## src/rtl/core/nivd_ram.sv

```systemverilog
`timescale 1ns / 1ps
`default_nettype none
module nivd_ram #(
    parameter int WIDTH = 8,
    parameter int DEPTH = 16
) (
    input  wire logic                     clk,
    input  wire logic                     we,
    input  wire logic [$clog2(DEPTH)-1:0] waddr,
    input  wire logic [WIDTH-1:0]         wdata,
    input  wire logic [$clog2(DEPTH)-1:0] raddr,
    output logic      [WIDTH-1:0]         rdata
);
    logic [WIDTH-1:0] mem [DEPTH];

    always_ff @(posedge clk)
    begin
        if (we)
        begin
            mem[waddr] <= wdata;
        end
        rdata <= mem[raddr];
    end
endmodule
`default_nettype wire

```

## config.mk

```make
export PLATFORM = sky130hd
export DESIGN_NAME = nivd_ram
export DESIGN_NICKNAME = d
export VERILOG_FILES = /design/src/rtl/core/nivd_ram.sv
export SDC_FILE = /design/constraint.sdc
export NUM_CORES = 1
export LEC_CHECK = 0
export ABC_CLOCK_PERIOD_IN_PS = 4200
export BUFFER_PORTS_ARGS = -buffer_cell sky130_fd_sc_hd__clkbuf_2
export CAP_MARGIN = 20
export CORE_ASPECT_RATIO = 1.4
export CORE_MARGIN = 4
export CORE_UTILIZATION = 60
export DETAILED_ROUTE_END_ITERATION = 16
export PLACE_DENSITY_LB_ADDON = 0.2
export SLEW_MARGIN = 10
export SYNTH_ARGS = -nofsm -noshare
export SYNTH_HDL_FRONTEND = slang
export SYNTH_SLANG_ARGS = --single-unit
export TNS_END_PERCENT = 30
```

## constraint.sdc

```tcl
create_clock -name clk -period 4.2 [get_ports clk]
set_input_delay 0 -clock clk [delete_from_list [all_inputs] [get_ports clk]]
set_output_delay 0 -clock clk [all_outputs]
set_load 0.05 [all_outputs]
```

# == Word-level counts from Yosys, hierarchy flattened ==
# Memory sizes are Yosys's and may differ from the RTL's. A register that Yosys moved wholly into a read port is not among the register bits.
# Index checks and enable logic that the tools add are counted.
# Widths: inputs -> output; s select.
# totals
regBits,0
ramBits,128
inputBits,18
mem_count,1
# classes
muxes,2
# memory_table
memory,depth,width,rd,rd_clocked_by_memory_dff,wr,line,text
mem,16,8,1,1,1,14,logic [WIDTH-1:0] mem [DEPTH];
# op_table
cell,count
$mux 1,2

# == Depth between registers and ports, before layout ==
# logic_depth
depth_word,2
ltp_mapped,5
depth_no_buf,3

# == Worst setup path after synthesis ==
# Ideal clock, no wire load.
# synth_timing
path_type,input -> register
start,in waddr[2]
end,"mem mem[0][0], enable pin"
t_arrival_ps,1110
slack_ps,2707
path_stages,2
n_path_buf,0
path_cell_list,or3b_2 -> nor3_1
# synth_rtl
element,line,text
"start, declared",9,"input wire logic [$clog2(DEPTH)-1:0] waddr,"
"end, declared",14,
# No word-level cell before the write port.

==> summary.txt <==
Pwr
  – Flop pwr share: 49.1%
  – Cell Pwr Density: 525 nW/µm²
  – Net switching power: 0.618 mW
  – Combinational group share of total power: 5.2%
  – Static Leak: 2.00 nW
  – Clk network pwr share: 45.6%
  – Sw Ratio: 19.9%
  – Power Internal: 2.49 mW
  – Worst vdd ir: 0.437 mV

Worst setup path
  – Critical Path RT: 4490 ps
  – Crit. End Element: register
  – Crit path max fanout: 1
  – Crit path largest cell delay: 510 ps
  – Buffers & Inverters on Critical Path: 0
  – CP delay by family, top: multiplexers
  – Worst path cell trace: mux4_1 -> a22oi_1 -> nand2_1
  – Crit path arrival time: 1690 ps
  – Crit Path Category: reg -> reg
  – CP max-delay cell: mux4_1
  – CP startpoint kind: register

Clock network
  – CTS root buf: clkbuf_16
  – H-tree depth: 4
  – Clock-pin slew on the worst setup and hold paths: 50 ps
  – CTS tree: yes
  – Clock tree sinks: 136
  – Hold buffer count at CTS: 0
  – Clk Latency, worst-skew pair: 410 ps
  – Post-CTS Setup Inserts: 0
  – Post-cts sizing count: 0
  – CTS Buf Count: 17
  – Clock buffer depth: 2

STA
  – WHS: 18.1 ps
  – Tightest Pin Transition: 914 ps
  – Rel. slew slack: 38.8%
  – Fin. Hold Viols: 0
  – Fin Setup TNS: 0 ps
  – Count of final setup violators: 0
  – Fin crit period: 1400 ps
  – Fin Clk Skew: 8.11 ps
  – Peak Freq: 716 MHz
  – Max-slew violations: 0
  – RSZ-0062 raised after global routing: no
  – Period Utilization, post-route: 33.2%

GRT
  – Total GRT Usage: 21.1%
  – First-pass GRT wire length: 14.8 mm
  – Vias in the first global route: 2,548
  – Gr ovfl total: 0
  – Largest net degree at the start of global routing: 33
  – Antenna violations before repair: 0

Die
  – Starting density of the core: 62.4%
  – Row count: 39
  – Die X: 86.3 µm
  – IO Count: 26
  – Die area: 10,100 µm²
  – Die Height: 118 µm
  – Core ar.: 8250 µm²

Status
  – Status: completed

Route
  – WL/cell: 25.0 µm
  – Initial drt markers: 218
  – WL final: 9.56 mm
  – Routed Antenna Nets: 0
  – DRC viols: 0
  – Vias per cell: 6.31
  – TritonRoute pass-1 iters: 5
  – Vias: 2,410

Place
  – Gp weighted congestion: 0.712
  – HPWL after DPL: 5.76 mm
  – Port bufs: 25

Synth
  – #FFs+latches synth: 136
  – Cell count after synthesis: 229
  – Register area share after synthesis: 77.8%
  – Yosys warning total: 0
  – Library cells used by synthesis: 19
  – Avg Inst Size Synth: 22.5 µm²
  – Syn nets: 247
  – Mapped cell area: 5150 µm²

Cells and area
  – Area delta synth->final: 15.0%
  – # fillers: 486
  – Share of cells above drive strength 1: 26.4%
  – # diodes: 0
  – # nets final: 285

Flow run
  – Max cap viols: 0

Worst hold path
  – Min-Delay Path Class: in -> reg
==> registers in the layout, indices dropped and copies added, names as in the netlist <==
signal and count:
mem 128, rdata 8
==> power groups by stage <==
stage               registers, mW  clock network [mW]  logic [mW]
floorplan                    1.58                   0      0.0770
global placement             1.55                   0       0.160
finish                       1.53                1.42       0.163
CTS                          1.53                1.44       0.165
global route                 1.53                1.51       0.174
detailed placement           1.56                   0       0.163
==> cells by family after synthesis <==
family | after synthesis | share of synthesized area [%]
and+or+nand+nor | 35 | 3.18
muxes | 32 | 15.0
DFF | 136 | 77.8
buffers and inverters | 10 | 1.68
AOI/OAI and AO/OA | 16 | 2.33
==> through the flow <==
step / total power [mW] / instance area, µm² / std cells / worst slack (ps) / utilization [%]
2_1_floorplan: 1.66 / 5150 / 229 / 2710 / -
3_3_place_gp: 1.71 / 5350 / 350 / 2470 / 64.9
3_5_place_dp: 1.72 / 5350 / 350 / 2420 / 64.9
4_1_cts: 3.13 / 5920 / 382 / 2810 / 71.8
5_1_grt: 3.21 / 5920 / 382 / 2760 / 71.8
6_report: 3.11 / 5920 / 382 / 2800 / 71.8
==> metal layers <==
metal | global-route usage, % | routed length (µm) | vias up
li1 | - | - | 1048
met5 | 0 | 0 | -
met4 | 7.21 | 154 | 0
met2 | 33.9 | 5100 | 113
met3 | 6.72 | 540 | 12
met1 | 27.4 | 3760 | 1237
==> worst register-to-register path, cell delays in order, from the launching register on <==
cell,delay (ps)
edfxtp_1,360
mux4_1,510
a22oi_1,330
nand2_1,90
==> worst paths after layout <==
path | end | from | cells past startpoint | slack, ps
setup / recovery | rdata[3]$_DFF_P_ | mem[1][3]$_DFFE_PP_ | 3 | 2800
hold / removal | mem[10][6]$_DFFE_PP_ | wdata[6] | 1 | 20
setup reg to reg | rdata[3]$_DFF_P_ | mem[1][3]$_DFFE_PP_ | 3 | 2800
hold reg to reg | rdata[5]$_DFF_P_ | mem[14][5]$_DFFE_PP_ | 3 | 670
==> cell type report <==
class	count	area, µm²	area share [%]
Sequential cell	136	4000	67.7
Multi-Input combinational cell	83	1060	17.9
Clock buffer	20	437	7.38
Timing Repair Buffer	29	155	2.62
Clock inverter	12	133	2.24
Tap cell	102	128	2.16
==> synth_stat cells (all sizes together) <==
library cell	n	area share [%]
a22oi	16	2.3
nand3	1	0.097
or3b	1	0.17
nor2	13	0.95
and2	1	0.12
nor3	4	0.39
mux4	32	15
buf	7	1.1
and2b	1	0.15
nand2	9	0.66
edfxtp	128	75
nor2b	1	0.12
nand3b	2	0.29
clkdlybuf4s25	3	0.58
nand2b	2	0.24
dfxtp	8	3.1
==> cells in the final DEF, fill, tap and decap left out, drive strengths merged <==
| cell type | instances |
|---|---|
| nor2 | 13 |
| a22oi | 16 |
| nand2b | 2 |
| and2 | 1 |
| or3b | 1 |
| nor2b | 1 |
| clkbuf | 45 |
| nand3b | 2 |
| dfxtp | 8 |
| clkinvlp | 1 |
| buf | 4 |
| edfxtp | 128 |
| and2b | 1 |
| nand3 | 1 |
| mux4 | 32 |
| nand2 | 9 |
| nor3 | 4 |
| clkinv | 8 |
| bufinv | 3 |
Power figures use the tool's default switching activity.
